==> src/hdl/adbp_pkg.sv <==
// Shared types and constants for the attribute database entry parser.
package adbp_pkg;

  // Fixed entry layout: size, flags and handle take six bytes.
  localparam logic [15:0] HDR_BYTES  = 16'd6;
  localparam logic [15:0] NARROW_END = 16'd8;
  localparam logic [15:0] WIDE_END   = 16'd22;
  localparam logic [15:0] MASK_RESET = 16'd512;

  // Configuration register word index.
  localparam logic REG_WIDE_ID_MASK = 1'b0;

  // Result kinds.
  localparam logic [2:0] KIND_HEADER    = 3'd0;
  localparam logic [2:0] KIND_VALUE     = 3'd1;
  localparam logic [2:0] KIND_INVALID   = 3'd2;
  localparam logic [2:0] KIND_END       = 3'd3;
  localparam logic [2:0] KIND_MALFORMED = 3'd4;

  // Parser phases.
  typedef enum logic [2:0] {
    PH_STOPPED,
    PH_HEAD,
    PH_SKIP,
    PH_ID_NARROW,
    PH_ID_WIDE,
    PH_VAL_NARROW,
    PH_VAL_WIDE
  } phase_t;

  // One input byte of the database.
  typedef struct packed {
    logic [7:0] data_byte;
    logic       start_req;
  } in_item_t;

  // One parser result.
  typedef struct packed {
    logic [2:0]  kind;
    logic [15:0] entry_flags;
    logic        is_wide_id;
    logic [63:0] id_high;
    logic [63:0] id_low;
    logic [15:0] value_length;
    logic [7:0]  value_byte;
    logic        last;
  } out_item_t;

endpackage

==> src/hdl/adbp_parser.sv <==
// Entry parsing state and the per-byte decode that forms one result.
module adbp_parser
  import adbp_pkg::*;
(
  input  logic        clk,
  input  logic        rst,
  input  logic        advance,
  input  in_item_t    item,
  input  logic [15:0] wide_id_flag_mask,
  output logic        res_valid,
  output out_item_t   res
);

  phase_t            phase, phase_next;
  logic [15:0]       byte_offset, byte_offset_next;
  logic [15:0]       entry_length, entry_length_next;
  logic [15:0]       flags_word, flags_word_next;
  logic [1:0][63:0]  id_acc, id_acc_next;

  logic [16:0] off_plus1;
  logic [15:0] len_full;
  logic        wide;
  logic [15:0] need;
  logic [3:0]  id_idx;
  logic [15:0] vlen;
  logic        at_end;
  logic [7:0]  b;

  assign b         = item.data_byte;
  assign off_plus1 = {1'b0, byte_offset} + 17'd1;
  assign len_full  = {b, entry_length[7:0]};
  assign id_idx    = byte_offset[3:0] - HDR_BYTES[3:0];
  assign at_end    = off_plus1 >= {1'b0, entry_length};

  // Width of the UUID: taken from the flags on the last handle byte, then from the phase.
  always_comb begin
    if (phase == PH_HEAD) begin
      wide = (flags_word & wide_id_flag_mask) != 16'd0;
    end else begin
      wide = (phase == PH_ID_WIDE) || (phase == PH_VAL_WIDE);
    end
  end

  assign need = wide ? WIDE_END : NARROW_END;
  assign vlen = entry_length - need;

  // Next state and result for the byte being processed.
  always_comb begin
    phase_next        = phase;
    byte_offset_next  = byte_offset + 16'd1;
    entry_length_next = entry_length;
    flags_word_next   = flags_word;
    id_acc_next       = id_acc;
    res_valid         = 1'b0;
    res               = '0;

    if (item.start_req) begin
      // Version byte: restart from a clean state.
      phase_next        = PH_HEAD;
      byte_offset_next  = 16'd0;
      entry_length_next = 16'd0;
      flags_word_next   = 16'd0;
      id_acc_next       = '0;
    end else begin
      case (phase)
        PH_HEAD: begin
          case (byte_offset)
            16'd0: begin
              entry_length_next = {8'd0, b};
              flags_word_next   = 16'd0;
              id_acc_next       = '0;
            end
            16'd1: begin
              entry_length_next = len_full;
              if (len_full < HDR_BYTES) begin
                res_valid        = 1'b1;
                res.kind         = (len_full == 16'd0) ? KIND_END : KIND_MALFORMED;
                res.last         = 1'b1;
                phase_next       = PH_STOPPED;
                byte_offset_next = 16'd0;
              end
            end
            16'd2: flags_word_next = {8'd0, b};
            16'd3: flags_word_next = {b, flags_word[7:0]};
            16'd5: begin
              if (entry_length < need) begin
                // Entry too short to hold its UUID.
                res_valid       = 1'b1;
                res.kind        = KIND_INVALID;
                res.entry_flags = flags_word;
                res.is_wide_id  = wide;
                res.last        = 1'b1;
                if (entry_length == HDR_BYTES) begin
                  phase_next       = PH_HEAD;
                  byte_offset_next = 16'd0;
                end else begin
                  phase_next       = PH_SKIP;
                  byte_offset_next = HDR_BYTES;
                end
              end else begin
                phase_next = wide ? PH_ID_WIDE : PH_ID_NARROW;
              end
            end
            default: ;
          endcase
        end

        PH_SKIP: begin
          if (at_end) begin
            phase_next       = PH_HEAD;
            byte_offset_next = 16'd0;
          end
        end

        PH_ID_NARROW, PH_ID_WIDE: begin
          // Shift the UUID byte into its little-endian place.
          id_acc_next[id_idx[3]][{id_idx[2:0], 3'b000} +: 8] = b;
          if (off_plus1 >= {1'b0, need}) begin
            res_valid        = 1'b1;
            res.kind         = KIND_HEADER;
            res.entry_flags  = flags_word;
            res.is_wide_id   = wide;
            res.id_high      = id_acc_next[1];
            res.id_low       = id_acc_next[0];
            res.value_length = vlen;
            res.last         = vlen == 16'd0;
            if (vlen == 16'd0) begin
              phase_next       = PH_HEAD;
              byte_offset_next = 16'd0;
            end else begin
              phase_next = wide ? PH_VAL_WIDE : PH_VAL_NARROW;
            end
          end
        end

        PH_VAL_NARROW, PH_VAL_WIDE: begin
          res_valid        = 1'b1;
          res.kind         = KIND_VALUE;
          res.entry_flags  = flags_word;
          res.is_wide_id   = wide;
          res.id_high      = id_acc[1];
          res.id_low       = id_acc[0];
          res.value_length = vlen;
          res.value_byte   = b;
          res.last         = at_end;
          if (at_end) begin
            phase_next       = PH_HEAD;
            byte_offset_next = 16'd0;
          end
        end

        default: begin
          byte_offset_next = byte_offset;
        end
      endcase
    end
  end

  // Parser state registers.
  always_ff @(posedge clk) begin
    if (rst) begin
      phase        <= PH_STOPPED;
      byte_offset  <= 16'd0;
      entry_length <= 16'd0;
      flags_word   <= 16'd0;
      id_acc       <= '0;
    end else if (advance) begin
      phase        <= phase_next;
      byte_offset  <= byte_offset_next;
      entry_length <= entry_length_next;
      flags_word   <= flags_word_next;
      id_acc       <= id_acc_next;
    end
  end

endmodule

==> src/hdl/attribute_database_entry_parser_core.sv <==
// Registers: a byte is registered in the input register on transfer, and its result is
// registered in the result register when the byte advances out of the input register.
// Throughput: one byte per cycle while out_stall is low; a stalled result holds the byte
// in the input register, and in_stall follows out_stall in the same cycle.
// Reset: synchronous active-high rst stops parsing until a start byte, empties both
// registers and sets the wide UUID mask to 512.
// Top level of the attribute database entry parser.
module attribute_database_entry_parser_core
  import adbp_pkg::*;
(
  input  logic        clk,
  input  logic        rst,
  input  logic        in_valid,
  output logic        in_stall,
  input  in_item_t    in_data,
  output logic        out_valid,
  input  logic        out_stall,
  output out_item_t   out_data,
  input  logic        psel,
  input  logic        penable,
  input  logic        pwrite,
  input  logic [2:0]  paddr,
  input  logic [31:0] pwdata,
  output logic [31:0] prdata,
  output logic        pready
);

  logic        in_q_valid;
  in_item_t    in_q;
  logic        advance;
  logic        res_valid;
  out_item_t   res;
  logic [15:0] wide_id_flag_mask;

  // The held byte moves on when the result register is free or draining.
  assign advance  = in_q_valid && (!out_valid || !out_stall);
  assign in_stall = in_q_valid && !advance;

  // Input register.
  always_ff @(posedge clk) begin
    if (rst) begin
      in_q_valid <= 1'b0;
    end else if (!in_stall) begin
      in_q_valid <= in_valid;
    end
  end

  always_ff @(posedge clk) begin
    if (!in_stall && in_valid) begin
      in_q <= in_data;
    end
  end

  adbp_parser u_parser (
    .clk               (clk),
    .rst               (rst),
    .advance           (advance),
    .item              (in_q),
    .wide_id_flag_mask (wide_id_flag_mask),
    .res_valid         (res_valid),
    .res               (res)
  );

  // Result register.
  always_ff @(posedge clk) begin
    if (rst) begin
      out_valid <= 1'b0;
    end else if (advance) begin
      out_valid <= res_valid;
    end else if (!out_stall) begin
      out_valid <= 1'b0;
    end
  end

  always_ff @(posedge clk) begin
    if (advance && res_valid) begin
      out_data <= res;
    end
  end

  // Configuration register.
  assign pready = 1'b1;
  assign prdata = (paddr[2] == REG_WIDE_ID_MASK) ? {16'd0, wide_id_flag_mask} : 32'd0;

  always_ff @(posedge clk) begin
    if (rst) begin
      wide_id_flag_mask <= MASK_RESET;
    end else if (psel && penable && pwrite && paddr[2] == REG_WIDE_ID_MASK) begin
      wide_id_flag_mask <= pwdata[15:0];
    end
  end

endmodule

==> config.mk <==
export PLATFORM = sky130hd
export DESIGN_NAME = attribute_database_entry_parser_core
export DESIGN_NICKNAME = d
export VERILOG_FILES = /design/src/hdl/adbp_pkg.sv /design/src/hdl/adbp_parser.sv /design/src/hdl/attribute_database_entry_parser_core.sv
export SDC_FILE = /design/constraint.sdc
export NUM_CORES = 1
export LEC_CHECK = 0
export ABC_AREA = 1
export BUFFER_PORTS_ARGS = -buffer_cell sky130_fd_sc_hd__buf_2
export CAP_MARGIN = 20
export CORE_ASPECT_RATIO = 0.5
export CORE_UTILIZATION = 63
export CTS_CLUSTER_DIAMETER = 80
export CTS_CLUSTER_SIZE = 40
export DETAILED_ROUTE_END_ITERATION = 7
export PLACE_DENSITY = 0.86
export SLEW_MARGIN = 40
export SYNTH_ARGS = -nofsm -noshare
export SYNTH_HDL_FRONTEND = slang
export SYNTH_SLANG_ARGS = --single-unit
==> constraint.sdc <==
create_clock -name clk -period 12.11 [get_ports clk]
set_input_delay 1.8165 -clock clk [delete_from_list [all_inputs] [get_ports clk]]
set_output_delay 1.8165 -clock clk [all_outputs]
set_load 0.02 [all_outputs]
# After elaboration in Yosys (flattened, before gate mapping)
# Cells that the tools add are included.
# Widths: inputs -> output; s select.
[word_totals]
reg_bits = 379
inputBits = 51
out_inout_bits = 208
wordCells = 145
[op_classes]
add_sub_neg = 5
n_lt_le_gt_ge = 6
eq_ne = 19
shifts = 2
n_mux = 53
bitwise_logic = 3
reduce_logical = 36
[ops]
columns = ["cell", "count"]
rows = [
  ["$pmux 144 s2", 1],
  ["$mux 128", 2],
  ["$pmux 128 s2", 1],
  ["$mux 16", 11],
  ["$mux 161", 1],
  ["$bwmux 128", 1],
  ["$pmux 16 s3", 2],
  ["$demux 64 s1", 1],
  ["$mux 64", 1],
  ["$pmux 16 s2", 2],
  ["$shift 8x8->64 const A", 1],
  ["$shiftx 8x8->64", 1],
  ["$pmux 20 s3", 1],
  ["$logic_not 16->1", 3],
  ["$ge 17x16->1", 2],
  ["$eq 16x2->1 const B", 2],
  ["$eq 16x3->1 const B", 2],
  ["$mux 3", 10],
  ["$mux 19", 1],
  ["$add 16x1->17 const B", 1],
  ["$mux 17", 1],
  ["$add 16x1->16 const B", 1],
  ["$and 16x16->16", 1],
  ["$eq 16x1->1 const B", 1],
  ["37 further kinds", 73],
]

# Longest topological paths before layout
[depth]
word_depth = 10
depth_mapped = 24

# Hierarchy
# From an unflattened synthesis, not the netlist that was laid out.
[hier_totals]
hier_cells = 2307
hier_area_um2 = 19098.3
[modules_own_cells]
columns = ["mod", "n_inst", "cells_per_inst", "area_each_um2", "seq_area_each_um2"]
rows = [
  ["adbp_parser", 1, 1949, 12480.7, 3583.4],
  ["attribute_database_entry_parser_core", 1, 358, 6617.6, 5825.6],
]

# Least setup slack after synthesis
# OpenSTA, ideal clock, no wires.
[synth_path]
kind = "flip-flop to flip-flop"
start = "reg u_parser.phase[0]"
end = "reg out_data[0] (netlist bit), enable pin"
setup_time_ps = 526
t_arrival_ps = 6408
t_required_ps = 11584
setup_slack_ps = 5176
stages_incl_launch_ff = 20
path_cell_list = "dfxtp_1 inv_1 nor3_1 inv_1 o21ai_0 inv_1 ha_1 nand2_1 inv_1 nand2_1 nand2_1 nand2_1 nand2_1 nor2_1 nand3_1 inv_1 nor2_8 nand3_1 nand2_1 inv_1"
[synth_between]
elab_chain_len = 10
word_cells_on_any_way = 18
cone_classes = "2 x order compare; 5 x eq/ne; 7 x mux; 4 x reduce/logical"
[synth_rtl]
columns = ["element", "line", "text"]
rows = [
  ["start: declaration", "adbp_parser.sv:14", "phase_t phase, phase_next;"],
  ["start signal: assignment", "adbp_parser.sv:168", "phase <= phase_next;"],
  ["$eq 3x3->1", "adbp_parser.sv:40, adbp_parser.sv:65", ""],
  ["$logic_or 1x1->1", "adbp_parser.sv:40", "wide = (phase == PH_ID_WIDE) || (phase == PH_VAL_WIDE);"],
  ["$mux 1", "adbp_parser.sv:37", "if (phase == PH_HEAD) begin"],
  ["$mux 5", "adbp_parser.sv:44", "assign need = wide ? WIDE_END : NARROW_END;"],
  ["$lt 16x16->1", "adbp_parser.sv:86", "if (entry_length < need) begin"],
  ["$mux 1", "adbp_parser.sv:86", ""],
  ["$pmux 1 s2", "adbp_parser.sv:67", "case (byte_offset)"],
  ["$pmux 1 s3 *", "adbp_parser.sv:65", "case (phase)"],
  ["$mux 1 *", "adbp_parser.sv:57", "if (item.start_req) begin"],
  ["$logic_and 1x1->1 *", "attribute_database_entry_parser_core.sv:76", "if (advance && res_valid) begin"],
  ["end signal: assignment", "attribute_database_entry_parser_core.sv:77", "out_data <= res;"],
  ["end: declaration", "attribute_database_entry_parser_core.sv:18", "output out_item_t out_data,"],
]
# Mark *: on every way between the ends. The rest lies on a longest branch, timed or not.
# A chain may end at the register's enable or synchronous reset.

# Worst setup path in the final report
[layout_path]
start = "reg u_parser.byte_offset[0]"
end = "reg out_data[37] (netlist bit), enable pin"
[layout_between]
elab_chain_len = 6
word_cells_on_any_way = 9
cone_classes = "1 x add/sub; 1 x order compare; 2 x eq/ne; 4 x mux; 1 x reduce/logical"
[layout_rtl]
columns = ["element", "line", "text"]
rows = [
  ["start: declaration", "adbp_parser.sv:15", "logic [15:0] byte_offset, byte_offset_next;"],
  ["start signal: assignment", "adbp_parser.sv:169", "byte_offset <= byte_offset_next;"],
  ["$add 16x1->17", "adbp_parser.sv:30", "assign off_plus1 = {1'b0, byte_offset} + 17'd1;"],
  ["$ge 17x16->1", "adbp_parser.sv:118", "if (off_plus1 >= {1'b0, need}) begin"],
  ["$mux 1", "adbp_parser.sv:118", ""],
  ["$pmux 1 s3 *", "adbp_parser.sv:65", ""],
  ["$mux 1 *", "adbp_parser.sv:57", ""],
  ["$logic_and 1x1->1 *", "attribute_database_entry_parser_core.sv:76", ""],
]
# Marked as above.

==> impl_metrics.yaml <==
timing:
  hold_viol: 0
  setup_viol_count_final: 0
  skew_ns: 0.0243
  worstMarginPinSlew_ns: 0.856
  fin_tns_setup_ns: 0
  period_share_pct: 49.6
  relSlewSlack_pct: 42.7
  finalMaxSlewViolations: 0
  period_minus_slack_ns: 6.01
  grt_setup_unrepaired: "false"
  fmax_ghz: 0.166
finish:
  fillers: 2464
  syn_to_final_growth_pct: 7.83
  fin_nets: 2747
  finalInstanceArea_um2: 21100
  drive_gt1_share_pct: 12.7
  antenna_cells: 0
cts:
  numCtsBuffers: 13
  post_cts_buffers: 0
  cts.clk_slew.worst_paths_ns: 0.14
  ctsHoldBuffers: 0
  cts_tree: "done"
  clock_sinks: 379
  root_buffer: "clkbuf_16"
  insertion_delay_ns: 0.54
  cts_resized: 0
  clock_path_buffers: 3
  cts.htree.levels: 1
routing:
  drtIter0Drc: 2429
  vias_per_cell: 5.71
  antenna_left: 0
  postRouteWirelength_um: 51700
  avgRoutedWirePerCell_um: 16.7
  vias: 17653
  dr.pass1.iters: 6
  remaining_drc_errors: 0
synth:
  ys.flop_type: "dfxtp_1"
  ys_async_sr_fraction_pct: 0
  syn_area_um2: 19600
  yosysWarningCount: 0
  synth-seq-cells: 379
  seq_area_frac_synth_pct: 48.1
  avgSynthCellArea_um2: 7.66
  synth_edf_count: 182
  ys_types: 50
  postSynthCellCount: 2555
power:
  max-vdd-ir-drop_uv: 91.5
  powerDensity_nw_per_um2: 109
  p_leak_nw: 8.02
  power_mw: 2.31
grt:
  track_usage_pct: 31.6
  antenna_found_initial: 0
  grt_max_degree: 115
  grt_first_pass_wirelength_um: 80800
  grt_overflow_total: 0
  grt_pass1_vias: 15621
floorplan:
  chipHeight_um: 127
  fp.dieArea_um2: 31800
  dieWidth_um: 251
  rows: 45
  coreArea_um2: 30500
  start_util_pct: 64.3
  io_pins: 259
worst_setup_path:
  startpoint_type: "register"
  arrival_ns: 6.19
  cp-end-kind: "register"
  crit_type: "register to register"
  reg2reg_depth: 17
  worstPathMaxFanout: 94
  worst_ep_required_time_ns: 12.29
hold_path:
  hold_path.class: "register to register"
  whs_path_depth: 2
place:
  io_buffers: 223
  place_area_um2: 20700
  dp_hpwl_um: 34200
  gp_congestion: 0.951
run:
  max_cap_violations: 0
run_status:
  status: "complete, no violations"
==> layer usage <==
layer | track usage (%) | part of all wire (%) | wire [µm]
met1 | 44.4 | 42 | 21600
met2 | 51.6 | 46 | 23900
met3 | 4.39 | 9.4 | 4890
met4 | 8.72 | 2.5 | 1320
met5 | 0 | 0 | 0
==> registers in the layout (all words and copies together), names as in the netlist <==
register	flops
in_q	9
in_q_valid	1
out_data	173
out_valid	1
u_parser.byte_offset	16
u_parser.entry_length	16
u_parser.flags_word	16
u_parser.id_acc	128
u_parser.phase	3
wide_id_flag_mask	16
==> Yosys cell counts, types with 5 or more instances <==
cell	count	area (µm²)
edfxtp_1	182	5470
inv_1	334	1250
nand2_1	446	1670
nor3_1	16	80.1
buf_4	29	218
o21ai_1	56	280
nand3_2	22	220
inv_2	21	78.8
nand4_1	19	119
nor2_1	347	1300
dfxtp_1	197	3940
buf_1	10	37.5
clkinv_1	5	18.8
nand3_1	118	591
xor2_1	8	70.1
a21oi_2	10	87.6
o21ai_0	191	956
clkbuf_1	94	353
nor2_2	12	75.1
o22ai_1	93	582
ha_1	32	400
a22o_1	7	61.3
nand2_2	6	37.5
buf_2	22	110
a21oi_1	238	1190
==> critical path: stages (launching register included) <==
cell and delay [ns]:
dfxtp_2 0.66, inv_2 0.16, ha_1 0.83, clkinv_1 0.54
ha_1 0.44, inv_1 0.03, nor2_1 0.11, nand3_1 0.08
nor2_1 0.12, nor2_2 0.07, nand3_4 0.15, nand2_8 0.36
inv_4 0.56, nor2_8 0.05, nand3_1 0.09, nand2_1 0.15
inv_8 0.49, buf_6 0.65
==> cell usage in the layout (no fill, tap or decap), types with 8 or more instances in the layout <==
cell       count
nand2_1      445
nor2_1       347
inv_1        332
a21oi_1      238
buf_2        223
dfxtp_1      196
o21ai_0      191
edfxtp_1     182
nand3_1      118
o22ai_1       93
o21ai_1       56
ha_1          32
nand3_2       22
inv_2         22
nand4_1       19
conb_1        17
nor3_1        16
clkbuf_16     14
nor2_2        11
a21oi_2       10
xor2_1         8
==> cells by family after synthesis <==
| kind of cell | after synthesis | share of synthesized area, % |
|---|---|---|
| buffers and inverters | 518 | 10.7 |
| adder cells (fa/ha/maj) | 33 | 2.15 |
| XOR/XNOR | 8 | 0.358 |
| flip-flops | 379 | 48.1 |
| AO/OA/AOI/OAI | 611 | 16.8 |
| other | 2 | 0.0384 |
| AND/OR/NAND/NOR | 1004 | 21.9 |
==> worst paths after layout <==
kind	startpoint	to	slack [ns]
min	wide_id_flag_mask[11]	wide_id_flag_mask[11]	0.48
min reg2reg	wide_id_flag_mask[11]	wide_id_flag_mask[11]	0.48
max reg2reg	u_parser.byte_offset[0]	out_data[37]	6.10
max	u_parser.byte_offset[0]	out_data[37]	6.10
==> through the flow <==
| step | hold slack (ns) | util [%] | cells | worst slack [ns] |
|---|---|---|---|---|
| final | 0.478 | 69.3 | 3091 | 6.10 |
| after floorplan | 0.441 | - | 2570 | 5.18 |
| after detailed placement | 0.459 | 67.9 | 3071 | 5.76 |
| after CTS | 0.480 | 69.3 | 3091 | 5.73 |
| after global placement | 0.458 | 67.8 | 3071 | 5.34 |
| after global routing | 0.507 | 69.3 | 3091 | 5.70 |
==> cell type report <==
class	count	area, µm²	area share, %
clock inverters	2	46.3	0.219
clock buffers	18	365	1.73
inverters	361	1370	6.49
well taps	423	529	2.51
repair buffers	235	1230	5.82
multi-input cells	1673	8160	38.7
flip-flops and latches	379	9410	44.6
==> report_power, final <==
group,leakage (nW),switching (mW),internal [mW]
logic,4.72,0.225,0.0760
registers,3.10,0.0130,1.36
clock network,0.199,0.387,0.241
Note: power is estimated with default switching activity, not from simulation.
